### src/rtl/core/shs_pkg.sv
// Shared types, constants and the ratio table of the segregation happiness stencil.
`default_nettype none

package shs_pkg;

  // Grid geometry. The line store depth follows the top-level parameter.
  localparam int GRID_WIDTH_DEFAULT = 32;
  localparam int GRID_HEIGHT        = 32;
  localparam int WIN_COLS           = 3;

  // Field widths.
  localparam int CELL_W     = 2;
  localparam int ROW_W      = 5;
  localparam int COL_W      = 5;
  localparam int SIZE_W     = 6;
  localparam int THR_W      = 9;
  localparam int COUNT_W    = 4;
  localparam int RATIO_W    = 9;
  localparam int TOTAL_W    = 11;
  localparam int SUM_W      = 19;
  localparam int CFG_IDX_W  = 2;
  localparam int CFG_DATA_W = 9;

  // Cell codes.
  localparam logic [CELL_W-1:0] CELL_EMPTY  = 2'd0;
  localparam logic [CELL_W-1:0] CELL_FIRST  = 2'd1;
  localparam logic [CELL_W-1:0] CELL_SECOND = 2'd2;

  // Configuration register indexes.
  localparam logic [CFG_IDX_W-1:0] REG_THRESHOLD = 2'd0;
  localparam logic [CFG_IDX_W-1:0] REG_COLS      = 2'd1;
  localparam logic [CFG_IDX_W-1:0] REG_ROWS      = 2'd2;

  // Reset values of the configuration registers.
  localparam logic [THR_W-1:0]  THRESHOLD_RESET = 9'd128;
  localparam logic [SIZE_W-1:0] COLS_RESET      = 6'd32;
  localparam logic [SIZE_W-1:0] ROWS_RESET      = 6'd32;

  typedef logic [CELL_W-1:0] cell_t;

  // One column of the 3x3 window: the row above, the middle row and the row below.
  typedef struct packed {
    cell_t top;
    cell_t mid;
    cell_t bot;
  } column_t;

  // Control that travels with a window step: which neighbors count and where the
  // centre cell sits.
  typedef struct packed {
    logic             emit;
    logic             last;
    logic             top_ok;
    logic             bot_ok;
    logic             left_ok;
    logic             right_ok;
    logic [ROW_W-1:0] row;
    logic [COL_W-1:0] col;
  } step_ctrl_t;

  typedef struct packed {
    logic [ROW_W-1:0]   cell_row;
    logic [COL_W-1:0]   cell_col;
    logic               occupied;
    logic               happy;
    logic [COUNT_W-1:0] own_count;
    logic [COUNT_W-1:0] other_count;
    logic [RATIO_W-1:0] ratio_q8;
    logic               frame_last;
    logic [TOTAL_W-1:0] happy_total;
    logic [TOTAL_W-1:0] unhappy_total;
    logic [SUM_W-1:0]   ratio_sum;
  } result_t;

  // floor(own * 256 / total), indexed [total][own]. Row zero is unused.
  localparam logic [RATIO_W-1:0] RATIO_LUT [9][9] = '{
    '{9'd0, 9'd0,   9'd0,   9'd0,   9'd0,   9'd0,   9'd0,   9'd0,   9'd0  },
    '{9'd0, 9'd256, 9'd0,   9'd0,   9'd0,   9'd0,   9'd0,   9'd0,   9'd0  },
    '{9'd0, 9'd128, 9'd256, 9'd0,   9'd0,   9'd0,   9'd0,   9'd0,   9'd0  },
    '{9'd0, 9'd85,  9'd170, 9'd256, 9'd0,   9'd0,   9'd0,   9'd0,   9'd0  },
    '{9'd0, 9'd64,  9'd128, 9'd192, 9'd256, 9'd0,   9'd0,   9'd0,   9'd0  },
    '{9'd0, 9'd51,  9'd102, 9'd153, 9'd204, 9'd256, 9'd0,   9'd0,   9'd0  },
    '{9'd0, 9'd42,  9'd85,  9'd128, 9'd170, 9'd213, 9'd256, 9'd0,   9'd0  },
    '{9'd0, 9'd36,  9'd73,  9'd109, 9'd146, 9'd182, 9'd219, 9'd256, 9'd0  },
    '{9'd0, 9'd32,  9'd64,  9'd96,  9'd128, 9'd160, 9'd192, 9'd224, 9'd256}
  };

  function automatic logic [RATIO_W-1:0] ratio_lookup(input logic [COUNT_W-1:0] own,
                                                      input logic [COUNT_W-1:0] total);
    logic [RATIO_W-1:0] r;
    r = '0;
    if (total <= 4'd8 && own <= total) begin
      r = RATIO_LUT[total][own];
    end
    return r;
  endfunction

endpackage

`default_nettype wire

### src/rtl/core/shs_if.sv
// Valid/ready channel interfaces for the cell requests and the result requests.
`default_nettype none

interface shs_cell_if;
  import shs_pkg::*;

  logic  valid;
  logic  ready;
  cell_t cell_state;

  modport source (output valid, output cell_state, input ready);
  modport sink   (input valid, input cell_state, output ready);
endinterface

interface shs_result_if;
  import shs_pkg::*;

  logic               valid;
  logic               ready;
  logic [ROW_W-1:0]   cell_row;
  logic [COL_W-1:0]   cell_col;
  logic               occupied;
  logic               happy;
  logic [COUNT_W-1:0] own_count;
  logic [COUNT_W-1:0] other_count;
  logic [RATIO_W-1:0] ratio_q8;
  logic               frame_last;
  logic [TOTAL_W-1:0] happy_total;
  logic [TOTAL_W-1:0] unhappy_total;
  logic [SUM_W-1:0]   ratio_sum;

  modport source (output valid, output cell_row, output cell_col, output occupied,
                  output happy, output own_count, output other_count, output ratio_q8,
                  output frame_last, output happy_total, output unhappy_total,
                  output ratio_sum, input ready);
  modport sink   (input valid, input cell_row, input cell_col, input occupied,
                  input happy, input own_count, input other_count, input ratio_q8,
                  input frame_last, input happy_total, input unhappy_total,
                  input ratio_sum, output ready);
endinterface

`default_nettype wire

### src/rtl/core/segregation_happiness_stencil_core.sv
// Top level of the segregation happiness stencil: sequencer, line stores and window chain.
// Throughput: one cell request per cycle inside a row unless a held result stalls the window;
// a row's last cell adds a row-closing step, then at frame end cols_in_use + 1 flush steps.
// A window step loads the window chain and the step control, which feed the output register.
// The window chain and the single line store port set the pace: one column enters per step.
// Reset (rst, synchronous, active high) clears the sequencer, position counters, totals and
// both line stores, and loads the configuration reset values; no clearing pass follows.
`default_nettype none

module segregation_happiness_stencil_core #(
  parameter int GRID_WIDTH = shs_pkg::GRID_WIDTH_DEFAULT
) (
  input  logic                             clk,
  input  logic                             rst,
  shs_cell_if.sink                         cell_chan,
  shs_result_if.source                     result_chan,
  input  logic                             cfg_write_en,
  input  logic [shs_pkg::CFG_IDX_W-1:0]    cfg_index,
  input  logic [shs_pkg::CFG_DATA_W-1:0]   cfg_data
);
  import shs_pkg::*;

  localparam int AW = (GRID_WIDTH > 1) ? $clog2(GRID_WIDTH) : 1;
  localparam logic [SIZE_W-1:0] COLS_MAX = SIZE_W'(GRID_WIDTH);
  localparam logic [SIZE_W-1:0] ROWS_MAX = SIZE_W'(GRID_HEIGHT);

  // The sequencer runs normal cell steps, the extra step that closes a row, and the
  // flush that walks the final row out of the line stores at the end of a frame.
  typedef enum logic [2:0] {
    ST_RUN   = 3'b001,
    ST_EDGE  = 3'b010,
    ST_FLUSH = 3'b100
  } seq_state_t;

  seq_state_t        state;
  seq_state_t        state_next;

  // Configuration registers and their clamped sizes.
  logic [THR_W-1:0]  threshold;
  logic [SIZE_W-1:0] cols_cfg;
  logic [SIZE_W-1:0] rows_cfg;
  logic [SIZE_W-1:0] cols_eff;
  logic [SIZE_W-1:0] rows_eff;

  // Raster position of the next cell request.
  logic [ROW_W-1:0]  in_row;
  logic [COL_W-1:0]  in_col;
  logic [SIZE_W-1:0] col_plus;
  logic [SIZE_W-1:0] row_plus;
  logic              row_end;
  logic              frame_end;
  cell_t             cell_norm;
  logic              in_fire;

  // Captured at the last cell of a row for the row-closing step and the flush.
  logic [ROW_W-1:0]  edge_row;
  logic [COL_W-1:0]  edge_col;
  logic              edge_frame;
  logic [SIZE_W-1:0] flush_idx;
  logic [SIZE_W-1:0] flush_cols;
  logic              flush_in_range;

  // Line store port.
  logic              store_we;
  logic [AW-1:0]     store_addr;
  cell_t             rd_upper;
  cell_t             rd_lower;

  // Window chain and the step control that travels with it.
  logic              step_go;
  column_t           shift_col;
  column_t           chain_in [WIN_COLS];
  column_t           chain_q  [WIN_COLS];
  step_ctrl_t        step_next;
  step_ctrl_t        s1;
  logic              s1_free;
  logic              res_take_ok;
  logic              res_load;
  logic              res_valid;
  result_t           result;

  // ---------------------------------------------------------------------------
  // Configuration. User writes must arrive only while the block is idle; it is not enforced.
  // ---------------------------------------------------------------------------
  always_ff @(posedge clk) begin
    if (rst) begin
      threshold <= THRESHOLD_RESET;
      cols_cfg  <= COLS_RESET;
      rows_cfg  <= ROWS_RESET;
    end else if (cfg_write_en) begin
      case (cfg_index)
        REG_THRESHOLD: threshold <= cfg_data;
        REG_COLS:      cols_cfg  <= cfg_data[SIZE_W-1:0];
        REG_ROWS:      rows_cfg  <= cfg_data[SIZE_W-1:0];
        default: ;
      endcase
    end
  end

  // A size of zero counts as one; a size beyond the grid is clamped to the grid.
  assign cols_eff = (cols_cfg == '0) ? SIZE_W'(1) :
                    (cols_cfg > COLS_MAX) ? COLS_MAX : cols_cfg;
  assign rows_eff = (rows_cfg == '0) ? SIZE_W'(1) :
                    (rows_cfg > ROWS_MAX) ? ROWS_MAX : rows_cfg;

  // ---------------------------------------------------------------------------
  // Request side. The compare uses >= so that a size shrunk mid-frame still ends
  // the row or the frame at the current position.
  // ---------------------------------------------------------------------------
  assign col_plus  = {1'b0, in_col} + SIZE_W'(1);
  assign row_plus  = {1'b0, in_row} + SIZE_W'(1);
  assign row_end   = (col_plus >= cols_eff);
  assign frame_end = row_end && (row_plus >= rows_eff);

  // The unused fourth code reads as an empty cell.
  assign cell_norm = (cell_chan.cell_state == CELL_FIRST ||
                      cell_chan.cell_state == CELL_SECOND) ? cell_chan.cell_state : CELL_EMPTY;

  // The window stage may step when it holds no result, or when its result moves on
  // into the output register in this cycle.
  assign res_take_ok     = !res_valid || result_chan.ready;
  assign s1_free         = !s1.emit || res_take_ok;
  assign res_load        = s1.emit && res_take_ok;
  assign cell_chan.ready = (state == ST_RUN) && s1_free;
  assign in_fire         = cell_chan.valid && cell_chan.ready;

  assign flush_in_range = (flush_idx < flush_cols);
  assign store_addr     = (state == ST_FLUSH) ? (flush_in_range ? flush_idx[AW-1:0] : '0)
                                              : in_col[AW-1:0];

  always_ff @(posedge clk) begin
    if (rst) begin
      in_row <= '0;
      in_col <= '0;
    end else if (in_fire) begin
      if (frame_end) begin
        in_row <= '0;
        in_col <= '0;
      end else if (row_end) begin
        in_row <= in_row + ROW_W'(1);
        in_col <= '0;
      end else begin
        in_col <= in_col + COL_W'(1);
      end
    end
  end

  // ---------------------------------------------------------------------------
  // Step generation. A normal step shifts the column of the incoming cell into the
  // window and evaluates the cell one row up and one column left. The row-closing
  // step shifts in an empty column so the last cell of the previous row sits in the
  // centre with no right neighbor. Flush steps shift in the stored columns of the
  // final row with no row below.
  // ---------------------------------------------------------------------------
  always_comb begin
    state_next = state;
    step_go    = 1'b0;
    store_we   = 1'b0;
    shift_col  = '0;
    step_next  = '0;
    case (state)
      ST_RUN: begin
        if (in_fire) begin
          step_go            = 1'b1;
          store_we           = 1'b1;
          shift_col.top      = rd_upper;
          shift_col.mid      = rd_lower;
          shift_col.bot      = cell_norm;
          step_next.emit     = (in_row != '0) && (in_col != '0);
          step_next.row      = in_row - ROW_W'(1);
          step_next.col      = in_col - COL_W'(1);
          step_next.top_ok   = (in_row >= ROW_W'(2));
          step_next.bot_ok   = 1'b1;
          step_next.left_ok  = (in_col >= COL_W'(2));
          step_next.right_ok = 1'b1;
          if (row_end) begin
            state_next = ST_EDGE;
          end
        end
      end
      ST_EDGE: begin
        if (s1_free) begin
          step_go            = 1'b1;
          step_next.emit     = (edge_row != '0);
          step_next.row      = edge_row - ROW_W'(1);
          step_next.col      = edge_col;
          step_next.top_ok   = (edge_row >= ROW_W'(2));
          step_next.bot_ok   = 1'b1;
          step_next.left_ok  = (edge_col != '0);
          step_next.right_ok = 1'b0;
          state_next         = edge_frame ? ST_FLUSH : ST_RUN;
        end
      end
      ST_FLUSH: begin
        if (s1_free) begin
          step_go            = 1'b1;
          if (flush_in_range) begin
            shift_col.top = rd_upper;
            shift_col.mid = rd_lower;
            shift_col.bot = CELL_EMPTY;
          end
          step_next.emit     = (flush_idx != '0);
          step_next.last     = (flush_idx == flush_cols);
          step_next.row      = edge_row;
          step_next.col      = COL_W'(flush_idx - SIZE_W'(1));
          step_next.top_ok   = (edge_row != '0);
          step_next.bot_ok   = 1'b0;
          step_next.left_ok  = (flush_idx >= SIZE_W'(2));
          step_next.right_ok = flush_in_range;
          if (flush_idx == flush_cols) begin
            state_next = ST_RUN;
          end
        end
      end
      default: state_next = ST_RUN;
    endcase
  end

  always_ff @(posedge clk) begin
    if (rst) begin
      state <= ST_RUN;
    end else begin
      state <= state_next;
    end
  end

  always_ff @(posedge clk) begin
    if (in_fire && row_end) begin
      edge_row   <= in_row;
      edge_col   <= in_col;
      edge_frame <= frame_end;
      flush_cols <= cols_eff;
    end
    if (state == ST_EDGE && step_go) begin
      flush_idx <= '0;
    end else if (state == ST_FLUSH && step_go) begin
      flush_idx <= flush_idx + SIZE_W'(1);
    end
  end

  // Step control register; it carries the emit flag, so reset clears it.
  always_ff @(posedge clk) begin
    if (rst) begin
      s1 <= '0;
    end else if (s1_free) begin
      s1 <= step_next;
    end
  end

  // ---------------------------------------------------------------------------
  // Line stores and the three-column window chain.
  // ---------------------------------------------------------------------------
  shs_line_store #(
    .DEPTH (GRID_WIDTH),
    .AW    (AW)
  ) u_line_store (
    .clk      (clk),
    .rst      (rst),
    .wr_en    (store_we),
    .addr     (store_addr),
    .wr_cell  (cell_norm),
    .rd_upper (rd_upper),
    .rd_lower (rd_lower)
  );

  // Cell 0 holds the newest (right) column, cell 1 the centre, cell 2 the left one.
  assign chain_in[0] = shift_col;

  for (genvar g = 0; g < WIN_COLS; g++) begin : g_win
    if (g > 0) begin : g_link
      assign chain_in[g] = chain_q[g-1];
    end
    shs_col_cell u_cell (
      .clk      (clk),
      .shift_en (step_go),
      .col_in   (chain_in[g]),
      .col_q    (chain_q[g])
    );
  end

  // ---------------------------------------------------------------------------
  // Evaluation and output register.
  // ---------------------------------------------------------------------------
  shs_result_stage u_result (
    .clk        (clk),
    .rst        (rst),
    .load       (res_load),
    .win_left   (chain_q[2]),
    .win_center (chain_q[1]),
    .win_right  (chain_q[0]),
    .ctrl       (s1),
    .threshold  (threshold),
    .result     (result)
  );

  always_ff @(posedge clk) begin
    if (rst) begin
      res_valid <= 1'b0;
    end else if (res_load) begin
      res_valid <= 1'b1;
    end else if (result_chan.ready) begin
      res_valid <= 1'b0;
    end
  end

  assign result_chan.valid         = res_valid;
  assign result_chan.cell_row      = result.cell_row;
  assign result_chan.cell_col      = result.cell_col;
  assign result_chan.occupied      = result.occupied;
  assign result_chan.happy         = result.happy;
  assign result_chan.own_count     = result.own_count;
  assign result_chan.other_count   = result.other_count;
  assign result_chan.ratio_q8      = result.ratio_q8;
  assign result_chan.frame_last    = result.frame_last;
  assign result_chan.happy_total   = result.happy_total;
  assign result_chan.unhappy_total = result.unhappy_total;
  assign result_chan.ratio_sum     = result.ratio_sum;

  // ---------------------------------------------------------------------------
  // Assertions.
  // ---------------------------------------------------------------------------

  // The flush index never runs past the captured row length.
  assert property (@(posedge clk) disable iff (rst)
    (state == ST_FLUSH) |-> (flush_idx <= flush_cols))
    else $error("flush index beyond row length");

  // The frame-closing step returns the sequencer to normal operation.
  assert property (@(posedge clk) disable iff (rst)
    (s1.emit && s1.last) |-> (state == ST_RUN))
    else $error("frame-closing step without return to run state");

  // Frame totals appear only on the frame-closing result.
  assert property (@(posedge clk) disable iff (rst)
    (result_chan.valid && !result_chan.frame_last) |->
      (result_chan.happy_total == '0 && result_chan.unhappy_total == '0 &&
       result_chan.ratio_sum == '0))
    else $error("frame totals outside the frame-closing result");

  // A cell never has more than eight counted neighbors.
  assert property (@(posedge clk) disable iff (rst)
    result_chan.valid |->
      (({1'b0, result_chan.own_count} + {1'b0, result_chan.other_count}) <= 5'd8))
    else $error("neighbor counts exceed eight");

endmodule

`default_nettype wire

### src/rtl/core/shs_col_cell.sv
// One window column cell: holds a three-row column and passes it to its neighbor on a step.
`default_nettype none

module shs_col_cell (
  input  logic             clk,
  input  logic             shift_en,
  input  shs_pkg::column_t col_in,
  output shs_pkg::column_t col_q
);
  import shs_pkg::*;

  column_t col;

  always_ff @(posedge clk) begin
    if (shift_en) begin
      col <= col_in;
    end
  end

  assign col_q = col;

endmodule

`default_nettype wire

### src/rtl/core/shs_line_store.sv
// Two line stores that hold the previous two rows, one entry per column.
`default_nettype none

module shs_line_store #(
  parameter int DEPTH = shs_pkg::GRID_WIDTH_DEFAULT,
  parameter int AW    = 5
) (
  input  logic           clk,
  input  logic           rst,
  input  logic           wr_en,
  input  logic [AW-1:0]  addr,
  input  shs_pkg::cell_t wr_cell,
  output shs_pkg::cell_t rd_upper,
  output shs_pkg::cell_t rd_lower
);
  import shs_pkg::*;

  cell_t upper [DEPTH];
  cell_t lower [DEPTH];

  // A write ages the column: the lower row moves up and the new cell enters below.
  always_ff @(posedge clk) begin
    if (rst) begin
      for (int i = 0; i < DEPTH; i++) begin
        upper[i] <= CELL_EMPTY;
        lower[i] <= CELL_EMPTY;
      end
    end else if (wr_en) begin
      upper[addr] <= lower[addr];
      lower[addr] <= wr_cell;
    end
  end

  assign rd_upper = upper[addr];
  assign rd_lower = lower[addr];

endmodule

`default_nettype wire

### src/rtl/core/shs_result_stage.sv
// Neighbor counting, ratio and happy decision, frame totals and the result register.
`default_nettype none

module shs_result_stage (
  input  logic                           clk,
  input  logic                           rst,
  input  logic                           load,
  input  shs_pkg::column_t               win_left,
  input  shs_pkg::column_t               win_center,
  input  shs_pkg::column_t               win_right,
  input  shs_pkg::step_ctrl_t            ctrl,
  input  logic [shs_pkg::THR_W-1:0]      threshold,
  output shs_pkg::result_t               result
);
  import shs_pkg::*;

  localparam int NB = 8;

  cell_t              centre;
  cell_t              nb      [NB];
  logic [NB-1:0]      nb_ok;
  logic [NB-1:0]      own_hit;
  logic [NB-1:0]      other_hit;
  logic [COUNT_W-1:0] own;
  logic [COUNT_W-1:0] other;
  logic [COUNT_W-1:0] total;
  logic               occupied;
  logic               happy;
  logic [RATIO_W-1:0] ratio;
  logic [12:0]        need;
  logic [12:0]        mine;
  logic [TOTAL_W-1:0] happy_acc;
  logic [TOTAL_W-1:0] unhappy_acc;
  logic [SUM_W-1:0]   ratio_acc;
  logic [TOTAL_W-1:0] happy_acc_next;
  logic [TOTAL_W-1:0] unhappy_acc_next;
  logic [SUM_W-1:0]   ratio_acc_next;

  assign centre   = win_center.mid;
  assign occupied = (centre != CELL_EMPTY);

  always_comb begin
    nb[0] = win_left.top;   nb_ok[0] = ctrl.top_ok & ctrl.left_ok;
    nb[1] = win_center.top; nb_ok[1] = ctrl.top_ok;
    nb[2] = win_right.top;  nb_ok[2] = ctrl.top_ok & ctrl.right_ok;
    nb[3] = win_left.mid;   nb_ok[3] = ctrl.left_ok;
    nb[4] = win_right.mid;  nb_ok[4] = ctrl.right_ok;
    nb[5] = win_left.bot;   nb_ok[5] = ctrl.bot_ok & ctrl.left_ok;
    nb[6] = win_center.bot; nb_ok[6] = ctrl.bot_ok;
    nb[7] = win_right.bot;  nb_ok[7] = ctrl.bot_ok & ctrl.right_ok;
  end

  always_comb begin
    for (int i = 0; i < NB; i++) begin
      own_hit[i]   = occupied && nb_ok[i] && (nb[i] == centre);
      other_hit[i] = occupied && nb_ok[i] && (nb[i] != centre) && (nb[i] != CELL_EMPTY);
    end
  end

  assign own   = COUNT_W'($countones(own_hit));
  assign other = COUNT_W'($countones(other_hit));
  assign total = own + other;

  // Happy when own * 256 >= threshold * total.
  assign need = 13'(threshold) * 13'(total);
  assign mine = 13'({own, 8'd0});

  always_comb begin
    ratio = '0;
    happy = 1'b1;
    if (occupied) begin
      if (total == '0) begin
        ratio = 9'd256;
      end else begin
        ratio = ratio_lookup(own, total);
        happy = (mine >= need);
      end
    end
  end

  assign happy_acc_next   = (occupied && happy)  ? happy_acc + TOTAL_W'(1)   : happy_acc;
  assign unhappy_acc_next = (occupied && !happy) ? unhappy_acc + TOTAL_W'(1) : unhappy_acc;
  assign ratio_acc_next   = ratio_acc + SUM_W'(ratio);

  always_ff @(posedge clk) begin
    if (rst) begin
      happy_acc   <= '0;
      unhappy_acc <= '0;
      ratio_acc   <= '0;
    end else if (load) begin
      if (ctrl.last) begin
        happy_acc   <= '0;
        unhappy_acc <= '0;
        ratio_acc   <= '0;
      end else begin
        happy_acc   <= happy_acc_next;
        unhappy_acc <= unhappy_acc_next;
        ratio_acc   <= ratio_acc_next;
      end
    end
  end

  always_ff @(posedge clk) begin
    if (load) begin
      result.cell_row      <= ctrl.row;
      result.cell_col      <= ctrl.col;
      result.occupied      <= occupied;
      result.happy         <= happy;
      result.own_count     <= own;
      result.other_count   <= other;
      result.ratio_q8      <= ratio;
      result.frame_last    <= ctrl.last;
      result.happy_total   <= ctrl.last ? happy_acc_next : '0;
      result.unhappy_total <= ctrl.last ? unhappy_acc_next : '0;
      result.ratio_sum     <= ctrl.last ? ratio_acc_next : '0;
    end
  end

endmodule

`default_nettype wire
### src/flat_wrapper.sv
// flat-port wrapper written by rule: the top's interface ports become plain ports
module segregation_happiness_stencil_core_flat import shs_pkg::*;
#(
  parameter int GRID_WIDTH = shs_pkg::GRID_WIDTH_DEFAULT
)
  (clk, rst, cfg_write_en, cfg_index, cfg_data, cell_chan_valid, cell_chan_cell_state, cell_chan_ready, result_chan_valid, result_chan_cell_row, result_chan_cell_col, result_chan_occupied, result_chan_happy, result_chan_own_count, result_chan_other_count, result_chan_ratio_q8, result_chan_frame_last, result_chan_happy_total, result_chan_unhappy_total, result_chan_ratio_sum, result_chan_ready);
  shs_cell_if cell_chan_i ();
  shs_result_if result_chan_i ();
  input  logic clk;
  input  logic rst;
  input  logic cfg_write_en;
  input  logic [shs_pkg::CFG_IDX_W-1:0] cfg_index;
  input  logic [shs_pkg::CFG_DATA_W-1:0] cfg_data;
  input wire logic [$bits(cell_chan_i.valid)-1:0] cell_chan_valid;
  input wire logic [$bits(cell_chan_i.cell_state)-1:0] cell_chan_cell_state;
  output wire logic [$bits(cell_chan_i.ready)-1:0] cell_chan_ready;
  output wire logic [$bits(result_chan_i.valid)-1:0] result_chan_valid;
  output wire logic [$bits(result_chan_i.cell_row)-1:0] result_chan_cell_row;
  output wire logic [$bits(result_chan_i.cell_col)-1:0] result_chan_cell_col;
  output wire logic [$bits(result_chan_i.occupied)-1:0] result_chan_occupied;
  output wire logic [$bits(result_chan_i.happy)-1:0] result_chan_happy;
  output wire logic [$bits(result_chan_i.own_count)-1:0] result_chan_own_count;
  output wire logic [$bits(result_chan_i.other_count)-1:0] result_chan_other_count;
  output wire logic [$bits(result_chan_i.ratio_q8)-1:0] result_chan_ratio_q8;
  output wire logic [$bits(result_chan_i.frame_last)-1:0] result_chan_frame_last;
  output wire logic [$bits(result_chan_i.happy_total)-1:0] result_chan_happy_total;
  output wire logic [$bits(result_chan_i.unhappy_total)-1:0] result_chan_unhappy_total;
  output wire logic [$bits(result_chan_i.ratio_sum)-1:0] result_chan_ratio_sum;
  input wire logic [$bits(result_chan_i.ready)-1:0] result_chan_ready;
  assign cell_chan_i.valid = cell_chan_valid;
  assign cell_chan_i.cell_state = cell_chan_cell_state;
  assign cell_chan_ready = cell_chan_i.ready;
  assign result_chan_valid = result_chan_i.valid;
  assign result_chan_cell_row = result_chan_i.cell_row;
  assign result_chan_cell_col = result_chan_i.cell_col;
  assign result_chan_occupied = result_chan_i.occupied;
  assign result_chan_happy = result_chan_i.happy;
  assign result_chan_own_count = result_chan_i.own_count;
  assign result_chan_other_count = result_chan_i.other_count;
  assign result_chan_ratio_q8 = result_chan_i.ratio_q8;
  assign result_chan_frame_last = result_chan_i.frame_last;
  assign result_chan_happy_total = result_chan_i.happy_total;
  assign result_chan_unhappy_total = result_chan_i.unhappy_total;
  assign result_chan_ratio_sum = result_chan_i.ratio_sum;
  assign result_chan_i.ready = result_chan_ready;
  segregation_happiness_stencil_core #(.GRID_WIDTH(GRID_WIDTH)) u_core (.clk(clk), .rst(rst), .cell_chan(cell_chan_i), .result_chan(result_chan_i), .cfg_write_en(cfg_write_en), .cfg_index(cfg_index), .cfg_data(cfg_data));
endmodule
### config.mk
export PLATFORM = sky130hd
export DESIGN_NAME = segregation_happiness_stencil_core_flat
export DESIGN_NICKNAME = d
export VERILOG_FILES = /design/src/rtl/core/shs_pkg.sv /design/src/rtl/core/shs_if.sv /design/src/rtl/core/segregation_happiness_stencil_core.sv /design/src/rtl/core/shs_col_cell.sv /design/src/rtl/core/shs_line_store.sv /design/src/rtl/core/shs_result_stage.sv /design/src/flat_wrapper.sv
export SDC_FILE = /design/constraint.sdc
export NUM_CORES = 1
export LEC_CHECK = 0
export BUFFER_PORTS_ARGS = -buffer_cell sky130_fd_sc_hd__buf_2
export CORE_AREA = 4 4 190 192
export CTS_CLUSTER_SIZE = 8
export DETAILED_ROUTE_END_ITERATION = 16
export DIE_AREA = 0 0 194 196
export GPL_TIMING_DRIVEN = 1
export PLACE_DENSITY = 0.72
export SETUP_SLACK_MARGIN = 0.1
export SLEW_MARGIN = 10
export SYNTH_ARGS = -nofsm -noshare
export SYNTH_HDL_FRONTEND = slang
export SYNTH_SLANG_ARGS = --single-unit
### constraint.sdc
create_clock -name clk -period 16 [get_ports clk]
set_clock_uncertainty 0.2 [all_clocks]
set_input_delay 0.8 -clock clk [delete_from_list [all_inputs] [get_ports clk]]
set_output_delay 0.8 -clock clk [all_outputs]
set_load 0.02 [all_outputs]
==> results list, run 1 <==
- OpenSTA, run right after detailed placement, puts the worst setup slack at 3.66 ns.
* Kind of capture point of the worst setup path: flip-flop
- Number of enable flip-flop cells after synthesis: 234
* First element of the critical path: u_core.g_win[1].u_cell.col_q[3]
- For this run, design rule violations remaining after detail routing come to 0.
- Global-route usage over all layers: between 20% and 30%
- In the final timing run, aggregate negative setup slack is 0 ns.
* Core box area: around 34000 sq um
* # IOs: 91
- Entering global routing, the biggest net connects 78 pins.
* First-pass GRT wire length: 74100 um
- Wire length after detailed routing: 45700 um
* Placed instance count: 2409
- Diode count: 0
- The synthesized netlist devotes 21.9% of its cell area to simple gates.
* Main combinational cell family by area after synthesis: simple AND/OR/NAND/NOR gates
* Startpoint of the most critical hold path: u_core.s1[7]
- Counting I/O delays and the setup requirement, the final critical path takes 12.39 ns.
- Maximum achievable frequency: 80.7 MHz
- Via count of the first global-routing pass: 14500
- Final Max Slew Viols: 0
* Area added between synthesis and finish: 10.5%
- Slew HR: a little over a third
* Maximum clock path buffer count: 3
- Avg Inst Size Synth: 9.57 sq um
- When the netlist entered floorplanning its net count stood at between 2000 and 2500.
- Proportion of layout cells with a drive suffix above 1: 10.1%
* Total number of vias: between 10000 and 15000
* Power density over the cells: 97.8 nW/um^2
- The critical path is of the reg -> reg type.
- At the worst endpoint, the required time is 16.08 ns.
- Setup crit end: u_core.u_result.result[40]
* Port-buffer cells: 90
- Global placer's final weighted congestion: between 0.9 and 1
- Type of element launching the critical path: flip-flop
* Portion of the post-synthesis area used by sequential elements: 48.0%
- Number of resized instances in the post-cts repair step: 0
- For this run, the slowest stage of the critical path takes 1.06 ns.
- Setup violations remaining at the end of the flow were counted as 0.
* Ys flop type: sky130_fd_sc_hd__edfxtp_1
* Run status: completed
- In the routed layout, each cell is associated on average with a via count of 6.00.
* Count of clock tree sinks: 332
- After clock tree synthesis, the clock-pin slew on the worst setup and hold paths is 0.05 ns.
- Slew at the pin with the worst max-slew slack: 0.966 ns
- The count of cells in the finished layout, fillers not included, comes to 2487.
- Measured along the x axis, the die boundary spans approximately 190 um.
* Arr. time, crit path: 12.46 ns
* Period Utilization, post-route: 77.4%
- R2r worst-path depth: 38
- Counting every instance in the synthesized netlist gives 1959.
* Post-synthesis cell area: 18700 sq um
- Mux share of post-synthesis cell area: 1.68%
- Cell row count: 68
- Worst flop-to-flop path endpoint: u_core.u_result.result[40]
* Leakage: 8.08 nW
* Number of buffers inserted to repair setup after CTS: 0
- Die area: ~38000 sq um
- Most frequent cell on the critical path: sky130_fd_sc_hd__fa_1
- The floorplan step set the die height to a little under 200 um.
- Setup repair after global routing left no endpoint under its margin.
* Clock insertion delay at the later pin of the skew report: 0.55 ns
* Worst hold path class: reg -> reg
* Count of hold buffers inserted by post-cts repair: 0
- For this run, asynchronously set or reset flops after synthesis account for 0%.
* Placed wire-length estimate after detailed placement: 30600 um
* TritonCTS clock tree: yes
- Initial antenna violation count: 0
- Synthesis warning total: 0
- Maximum vdd drop: 0.0000908 V
- Grt ovf: 0
- Across all register-to-register paths, the minimum setup slack is ~3.6 ns.
- Hold Vio Cnt, Final: 0
- The worst register-to-register path begins at u_core.g_win[1].u_cell.col_q[3].
- Number of CTS-inserted buffers: 47
- In this run the number of H-tree levels came out at 2.
- After Yosys synthesis, XOR and XNOR cells account for between 3 and 4% of the synthesized area.
- Root Driver: sky130_fd_sc_hd__clkbuf_16
* Number of storage elements in the synthesis netlist: 332
* Routed wire length per instance: 18.4 um
- The count of nets left with antenna violations once routing finished came out at 0.
- For this configuration, the core starts out at a cell density of 54.5%.
- Area fraction in compound gates after synthesis: between 10 and 15%
* Final-stage net count: approximately 2100
* Synth Area in Adders: ~8%
- Initial DRT Pass Iterations: 6
- The detailed router finished its first iteration with approximately 1400 violations.
- Biggest fanout along the worst timing path: 27
- Number of distinct library cell variants in the gate-level netlist after synthesis: 81
* Total of max-cap violations: 0
- Standard cell with the maximum stage delay on the critical path: sky130_fd_sc_hd__fa_1
- Final worst setup slack: approximately 3.6 ns
-- how the worst min path moves through the flow --
stage	endpoint	slack, ns	cells after the start
2_1_floorplan	u_core.edge_col[2]	0.21	0
3_3_place_gp	u_core.u_result.result[68]	0.21	0
3_5_place_dp	u_core.u_result.result[65]	0.22	0
4_1_cts	u_core.u_result.result[68]	0.24	0
5_1_grt	u_core.u_result.result[62]	0.25	0
6_report	u_core.u_result.result[68]	0.24	0
-- power breakdown --
part | switching (mW) | internal [mW] | total (mW)
registers | 0.0168 | 0.941 | 0.957
clock network | 0.350 | 0.550 | 0.900
logic | 0.117 | 0.0506 | 0.168
total | 0.484 | 1.54 | 2.03
-- per-layer routing --
metal | part of all wire, % | wire length (um) | track usage [%]
met5 | 0 | 0 | 0
met2 | 49 | 22200 | 40.7
met1 | 41 | 18700 | 30.0
met3 | 7.0 | 3180 | 3.31
met4 | 3.4 | 1530 | 8.10
-- flip-flops by register name, summed over array words and instances (netlist names), 9 cells and up --
register	cells
u_core.u_result.result	71
u_core.u_line_store.lower	64
u_core.u_line_store.upper	64
u_core.u_result.ratio_acc	19
u_core.g_win.u_cell.col_q	18
u_core.s1	16
u_core.u_result.happy_acc	11
u_core.u_result.unhappy_acc	11
u_core.threshold	9
-- cell usage after synthesis (all sizes together), types with 24 or more instances --
library cell,count,area share [%]
o21ai,65,1.7
nand2,305,6.1
and3,25,0.83
nor3,59,1.6
xor2,37,1.7
edfxtp,234,38
fa,24,2.6
mux2i,28,1.5
inv,69,1.4
and2,50,1.7
clkbuf,79,1.6
a21oi,81,2.2
dfxtp,98,10
nor2,246,5.0
a31oi,34,1.1
ha,82,5.5
nand3,90,2.4
xnor2,40,1.9
buf,42,1.6
-- logic make-up (layout without fill, tap and decap cells) --
kind of cell,count (synthesis),after routing
simple gates,883,883
compound gates,338,338
flops,332,332
buf+inv,191,264
fa+ha+maj,106,106
xor+xnor,78,78
mux,31,31
-- per-stage QoR --
stage / total power [mW] / cell area [sq um] / utilization, % / hold slack (ns)
finish: 2.03 / 20700 / 60.3 / 0.235
global route: 2.09 / 20700 / 60.3 / 0.248
CTS: 2.04 / 20700 / 60.3 / 0.236
detailed placement: 1.14 / 19400 / 56.4 / 0.223
global placement: 1.13 / 19400 / 56.4 / 0.215
floorplan: 1.09 / 18700 / - / 0.206
-- layout by cell type (no fill, tap or decap), types with 28 or more instances in the layout --
master                      instances
sky130_fd_sc_hd__nand2_1          305
sky130_fd_sc_hd__clkbuf_1          28
sky130_fd_sc_hd__a21oi_1           81
sky130_fd_sc_hd__edfxtp_1         234
sky130_fd_sc_hd__xnor2_1           40
sky130_fd_sc_hd__mux2i_1           28
sky130_fd_sc_hd__nor2_1           245
sky130_fd_sc_hd__ha_1              82
sky130_fd_sc_hd__o21ai_0           65
sky130_fd_sc_hd__nand3_1           90
sky130_fd_sc_hd__xor2_1            37
sky130_fd_sc_hd__inv_1             67
sky130_fd_sc_hd__a31oi_1           34
sky130_fd_sc_hd__buf_2             90
sky130_fd_sc_hd__and2_1            49
sky130_fd_sc_hd__clkbuf_16         48
sky130_fd_sc_hd__dfxtp_1           98
sky130_fd_sc_hd__nor3_1            58
-- cell type report --
class | count | area, sq um
clock buffer | 76 | 1310
clock inverter | 2 | 25.0
fill | 2861 | 13700
inverter | 70 | 263
multi-input combinational | 1436 | 8920
sequential | 332 | 8990
tap | 455 | 569
timing repair buffer | 116 | 646
-- critical path: cells and delay by family (launching register included) --
family / cells / cell delay, ns
AO/OA/AOI/OAI: 12 / 3.17
XOR/XNOR: 2 / 0.85
AND/OR/NAND/NOR: 8 / 1.61
flip-flops: 1 / 0.77
adder cells (fa/ha/maj): 10 / 4.68
multiplexers: 1 / 0.15
buffers and inverters: 5 / 0.67
No activity file was read; power rests on OpenSTA's default activity.
==> inputs of run 2 (changes only) <==
Settings changed: PLACE_DENSITY 0.72 to 0.75.
Clock period 16 ns to 10.7 ns, I/O delays scaled along.
==> results list, run 2 (same netlist as run 1, synthesis figures left out) <==
- For this run, the detailed router's first-pass iteration total came to 6.
- Proportion of layout cells with a drive suffix above 1: 11.1%
- In this run the register-to-register setup slack is ~0.68 ns.
- The worst register-to-register path begins at u_core.g_win[1].u_cell.col_q[2].
- Max-cap violations in this run came to 0.
* Worst hold path class: in -> reg
- Per-cell via count in the routed design: 6.04
- The number of cells on the worst reg-to-reg path is 38.
- Initial core utilization: 54.5%
- Hold Vio Cnt, Final: 0
- In the final timing run, aggregate negative setup slack is 0 ns.
* Crit Path Class: reg -> reg
- Total number of vias: about 15000
- Register with the most flip-flops: u_core.u_result.result
- Maximum clock path buffer count: 3
* Grt ovf: 0
- Worst flop-to-flop path endpoint: u_core.u_result.happy_acc[5]
* Setup crit end: u_core.u_result.happy_acc[5]
- Port-buffer cells: 90
- Number of CTS-inserted buffers: 47
- The critical path contains buffers and inverters numbering 7 combined.
- Maximum achievable frequency: 99.8 MHz
* Root Driver: sky130_fd_sc_hd__clkbuf_16
* Area added between synthesis and finish: 11.5%
- Top library cells by usage in the layout, fill and taps aside: sky130_fd_sc_hd__nand2_1 (305), sky130_fd_sc_hd__nor2_1 (245), sky130_fd_sc_hd__edfxtp_1 (234)
* Biggest fanout along the worst timing path: 23
- For this design the static power due to leakage is 8.17 nW.
* Largest regs: u_core.u_result.result (71), u_core.u_line_store.lower (64), u_core.u_line_store.upper (64)
- Final-stage net count: approximately 2100
- The number of global-route vias before repair was 14600.
- Counting buffers and inverters, the worst setup path is 38 cells deep.
* Family of cells with the greatest summed delay on the critical path: adder cells
- Global-route usage over all layers: 23.9%
- Slew at the pin with the worst max-slew slack: approximately 1.2 ns
- Summed over all nets, the half-perimeter wirelength after detailed placement is 31100 um.
- Setup violations remaining at the end of the flow were counted as 0.
- The number of antenna violations at the first check in global routing came to 0.
- The number of max-slew violations in the final report was 0.
* Period Utilization, post-route: a little over nine tenths
- Arr. time, crit path: roughly 10 ns
- Setup repair after global routing left no endpoint under its margin.
- Count of clock tree sinks: 332
- After detailed routing, the average wire length per cell comes to 18.7 um.
- Crit path largest cell delay: roughly 0.57 ns
* Worst-path clk slew: approximately 0.050 ns
- Minimum clock period: 10.02 ns
* Max FFs per register: 71
- The die is 194 um wide.
* Drt initial violations: 1383
* Cell row count: 68
* Number of stages on the worst hold path: 3
- The flow ran to the end, and the final reports show no timing, DRC or antenna violations.
* Number of fill cells in the layout: 2843
- Clock insertion delay at the later pin of the skew report: 0.56 ns
- At the end of routability-driven placement, the weighted congestion stood at between 0.8 and 0.9.
* Power density over the cells: 146 nW/um^2
- The first global-routing pass estimated around 75000 um of wire.
* First element of the critical path: u_core.g_win[1].u_cell.col_q[2]
- Number of design rule violations left after detail routing: 0
* Pin count of the biggest net entering global routing: 69
* Kind of capture point of the worst setup path: flip-flop
* Most frequent cell on the critical path: sky130_fd_sc_hd__fa_1
- The repair_antennas step left the layout with diodes totalling 0.
- TritonCTS clock tree: yes
- Standard cell with the maximum stage delay on the critical path: sky130_fd_sc_hd__fa_2
* Core box area: around 34000 sq um
- For the worst setup path, the data required time is around 11 ns.
- Die area: roughly 38000 sq um
* Wire length after detailed routing: roughly 47000 um
- The worst setup path is launched from a flip-flop.
* Total power draw: 3.05 mW
- Maximum vdd drop: between 0.0001 and 0.00015 V
- Die height: 196 um
- # IOs: 91
- Slew HR: 19.9%
- The count of nets left with antenna violations once routing finished came out at 0.
* Leading cell type in the layout, fill and taps excluded: sky130_fd_sc_hd__nand2_1
- H-tree levels: 2
==> run 2: per-layer routing <==
layer	vias to the layer above	GRT usage (%)	share of wire (%)
met2	639	41.2	49
met4	0	10.6	4.3
met5	-	0	0
li1	7095	-	-
met3	142	3.59	6.8
met1	7236	30.1	40
==> run 2: tightest hold or removal path, delay by kind of cell <==
family        cells  cell delay [ns]
mux               1             0.06
simple gates      1             0.07
buf+inv           1             0.08
==> run 2: stage by stage <==
stage                     worst slack (ns)  instance area [sq um]  instances  hold WS (ns)  utilization (%)
after floorplan                      0.103                  18700       1959         0.206                -
after global routing                 0.117                  20900       2501        0.0484             60.8
after global placement               0.512                  19400       2415         0.214             56.5
final                                0.677                  20900       2501        0.0273             60.8
after detailed placement             0.138                  19400       2415         0.217             56.5
after CTS                            0.165                  20800       2492       0.00917             60.4
==> run 2: layout make-up <==
| type | instances | area (sq um) | area share, % |
|---|---|---|---|
| Sequential cell | 332 | 8990 | 43.0 |
| Multi-Input combinational cell | 1436 | 8960 | 42.9 |
| Clock buffer | 74 | 1310 | 6.27 |
| Timing Repair Buffer | 132 | 776 | 3.71 |
| Tap cell | 455 | 569 | 2.73 |
| Inverter | 70 | 263 | 1.26 |
| Clock inverter | 2 | 25.0 | 0.120 |
==> run 2: how the worst min path moves through the flow <==
| stage | startpoint | end | slack [ns] |
|---|---|---|---|
| floorplan | u_core.in_col[2] | u_core.edge_col[2] | 0.21 |
| global placement | u_core.s1[7] | u_core.u_result.result[68] | 0.21 |
| detailed placement | u_core.s1[7] | u_core.u_result.result[68] | 0.22 |
| CTS | cfg_data[6] | u_core.threshold[6] | 0.009 |
| global route | cfg_data[8] | u_core.threshold[8] | 0.05 |
| finish | cfg_data[6] | u_core.threshold[6] | 0.03 |
==> run 2: report_power, final <==
part / internal (mW) / switching [mW]
Combinational: 0.0823 / 0.182
Clock: 0.826 / 0.533
Sequential: 1.41 / 0.0225
Total: 2.31 / 0.737
==> run 2: timing repair <==
item / in CTS / in global routing
hold buffers: 1 / 0
endpoints found under the setup margin: 0 / 46
endpoints found under the hold margin: 1 / 0
buffers inserted: 0 / 9
resized for setup: 0 / 13
==> inputs of run 3 (changes only) <==
Settings changed: PLACE_DENSITY 0.75 to 0.72.
Clock period 10.7 ns to 10.4 ns, I/O delays scaled along.
==> results list, run 3 (same netlist as run 1, synthesis figures left out) <==
- The longest clock path from root to sink contains 3 buffers.
* Flop-to-flop setup slack: 0.52 ns
- Fill cells in the final layout number 2894.
* Startpoint of the most critical register-to-register path: u_core.g_win[1].u_cell.col_q[3]
- The worst setup path is of the reg -> reg kind.
* Arr. time, crit path: 9.96 ns
* DR top layer: met4
* Die area: 38000 sq um
- Kind of capture point of the worst setup path: flip-flop
- Standard cell with the maximum stage delay on the critical path: sky130_fd_sc_hd__fa_1
- TritonCTS clock tree: yes
- Counting stages on the worst path, the most repeated cell is sky130_fd_sc_hd__fa_1.
* Worst hold path class: in -> reg
- Root Driver: sky130_fd_sc_hd__clkbuf_16
- Final-stage net count: ~2100
* Cell row count: 68
* Core box area: 34400 sq um
- Initial core utilization: between 50% and 60%
- The flow ran to the end, and the final reports show no timing, DRC or antenna violations.
* Maximum vdd drop: 0.000126 V
- Number of nets with antenna violations after routing: 0
- Initial antenna violation count: 0
- Wire length after detailed routing: 46800 um
* Worst flop-to-flop path endpoint: u_core.u_result.result[40]
- In the final layout, the registers with the most flip-flops are u_core.u_result.result (71), u_core.u_line_store.lower (64), u_core.u_line_store.upper (64).
- The count of cells in the finished layout, fillers not included, comes to between 2000 and 3000.
* Clock insertion delay at the later pin of the skew report: 0.55 ns
- Grt ovf: 0
- Initial DRT Pass Iterations: 6
- Routed wire length per instance: around 19 um
- Register with the most flip-flops: u_core.u_result.result
* Number of CTS-inserted buffers: between 40 and 50
- Number of design rule violations left after detail routing: 0
- Core occupancy in the finished layout: 60.9%
- At the pin with the least slew margin, the transition time is about 1.1 ns.
* Total length of routed met3 wires: 2900 um
- Of the cells placed in the final design, the portion with a size suffix greater than 1 is 11.4%.
* Power density over the cells: about 150 nW/um^2
* Global-route usage over all layers: between 20% and 30%
* Count of clock tree sinks: 332
* Leakage: roughly 8.2 nW
* Max FFs per register: 71
- Final worst setup slack: 0.519 ns
- Total of max-cap violations: 0
* Die height: 196 um
- Minimum clock period: 9.88 ns
* Finish-stage setup viols: 0
* Placed instance count: around 2400
- Diode count: 0
- # IOs: just over 90
- The first global-routing pass estimated 75700 um of wire.
- Tracing the worst setup path back leads to its startpoint at u_core.g_win[1].u_cell.col_q[3].
- Total number of vias: approximately 15000
- Post-Place Setup Slack: -0.0584 ns
- R2r worst-path depth: 37
- The number of max-slew violations in the final report is 0.
* Per-cell via count in the routed design: 5.96
- On the worst path, the slowest cell contributes a delay of 0.56 ns.
- Entering global routing, the biggest net connects 78 pins.
* Slew HR: between 20% and 30%
* Startpoint of the most critical hold path: cfg_data[8]
- Period Utilization, post-route: around 95%
* H-tree levels: 2
* Maximum achievable frequency: 101 MHz
- Type of element launching the critical path: flip-flop
- The die is between 150 and 200 um wide.
- Top library cells by usage in the layout, fill and taps aside: sky130_fd_sc_hd__nand2_1 (305), sky130_fd_sc_hd__nor2_1 (245), sky130_fd_sc_hd__edfxtp_1 (234)
- Area added between synthesis and finish: 11.8%
- Buffers placed on the I/O ports in this run total 90.
* Number of stages on the worst hold path: 3
- In this run, the number of DRC markers left after iteration 0 of detailed routing was around 1300.
- In the detailed route, the total length drawn on met2 is 23300 um.
- For the final routed database, the setup TNS stands at 0 ns.
- After clock tree synthesis, the clock-pin slew on the worst setup and hold paths is ~0.05 ns.
* Setup repair after global routing missed its margin: no
- Destination of the worst hold path: u_core.threshold[8]
- Total power draw: 3.15 mW
- Of all nets on the critical path, the largest fanout is 9.
* Leading cell type in the layout, fill and taps excluded: sky130_fd_sc_hd__nand2_1
- Via count of the first global-routing pass: 14600
* Hold Vio Cnt, Final: 0
- After detailed routing, the wire length on met1 is 19200 um.
- For the worst setup path, the data required time is 10.48 ns.
* Global placer's final weighted congestion: approximately 0.85
- Detailed placement ended at an HPWL of 30900 um.
run 3: cell count changes in the layout (fill, tap and decap cells not counted), sizes merged:
cell	delta
clkbuf	+11
inv	-2
run 3: area by class of cell:
| type | instances | area [sq um] | share of cell area (%) |
|---|---|---|---|
| tap | 455 | 569 | 2.72 |
| multi-input combinational | 1436 | 8990 | 42.9 |
| clock buffer | 85 | 1360 | 6.50 |
| sequential | 332 | 8990 | 42.9 |
| inverter | 70 | 265 | 1.27 |
| timing repair buffer | 132 | 772 | 3.69 |
run 3: repair_timing:
action | CTS | global route
gates cloned | 0 | 0
buffers inserted | 3 | 3
resized for setup | 1 | 19
hold buffers | 1 | 0
pin swaps | 1 | 4
endpoints found under the hold margin | 1 | 0
setup endpoints to repair | 22 | 46
run 3: where the power goes:
part / switching [mW] / total (mW) / leakage [nW] / internal, mW
clock: 0.540 / 1.41 / 0.646 / 0.870
sequential: 0.0231 / 1.47 / 3.15 / 1.45
combinational: 0.189 / 0.274 / 4.39 / 0.0845
run 3: metal layers:
metal | vias up | global-route usage, %
met1 | 7197 | 30.9
met4 | 0 | 7.45
li1 | 7100 | -
met3 | 98 | 3.28
met5 | - | 0
met2 | 560 | 42.2
run 3: critical path, delay by kind of cell (launching register included):
| kind | cells | cell delay [ns] |
|---|---|---|
| muxes | 1 | 0.15 |
| buffers and inverters | 5 | 0.42 |
| DFF | 1 | 0.44 |
| xor gates and xnor gates | 3 | 0.56 |
| adders and majority gates | 10 | 4.31 |
| and+or+nand+nor | 7 | 1.27 |
| AOI/OAI and AO/OA | 11 | 2.26 |
run 3: worst max-delay path by stage:
stage / to / slack (ns)
2_1_floorplan: u_core.u_result.result[40] / 0.14
3_3_place_gp: u_core.u_result.result[34] / 0.25
3_5_place_dp: u_core.u_result.result[34] / -0.06
4_1_cts: u_core.u_result.result[40] / 0.11
5_1_grt: u_core.u_result.result[40] / 0.03
6_report: u_core.u_result.result[40] / 0.52
run 3: stage by stage:
stage / hold WS [ns] / cell area, sq um
floorplan: 0.206 / 18800
global placement: 0.215 / 19500
detailed placement: 0.222 / 19500
CTS: 0.00193 / 20800
global route: 0.0467 / 20900
finish: 0.0213 / 20900
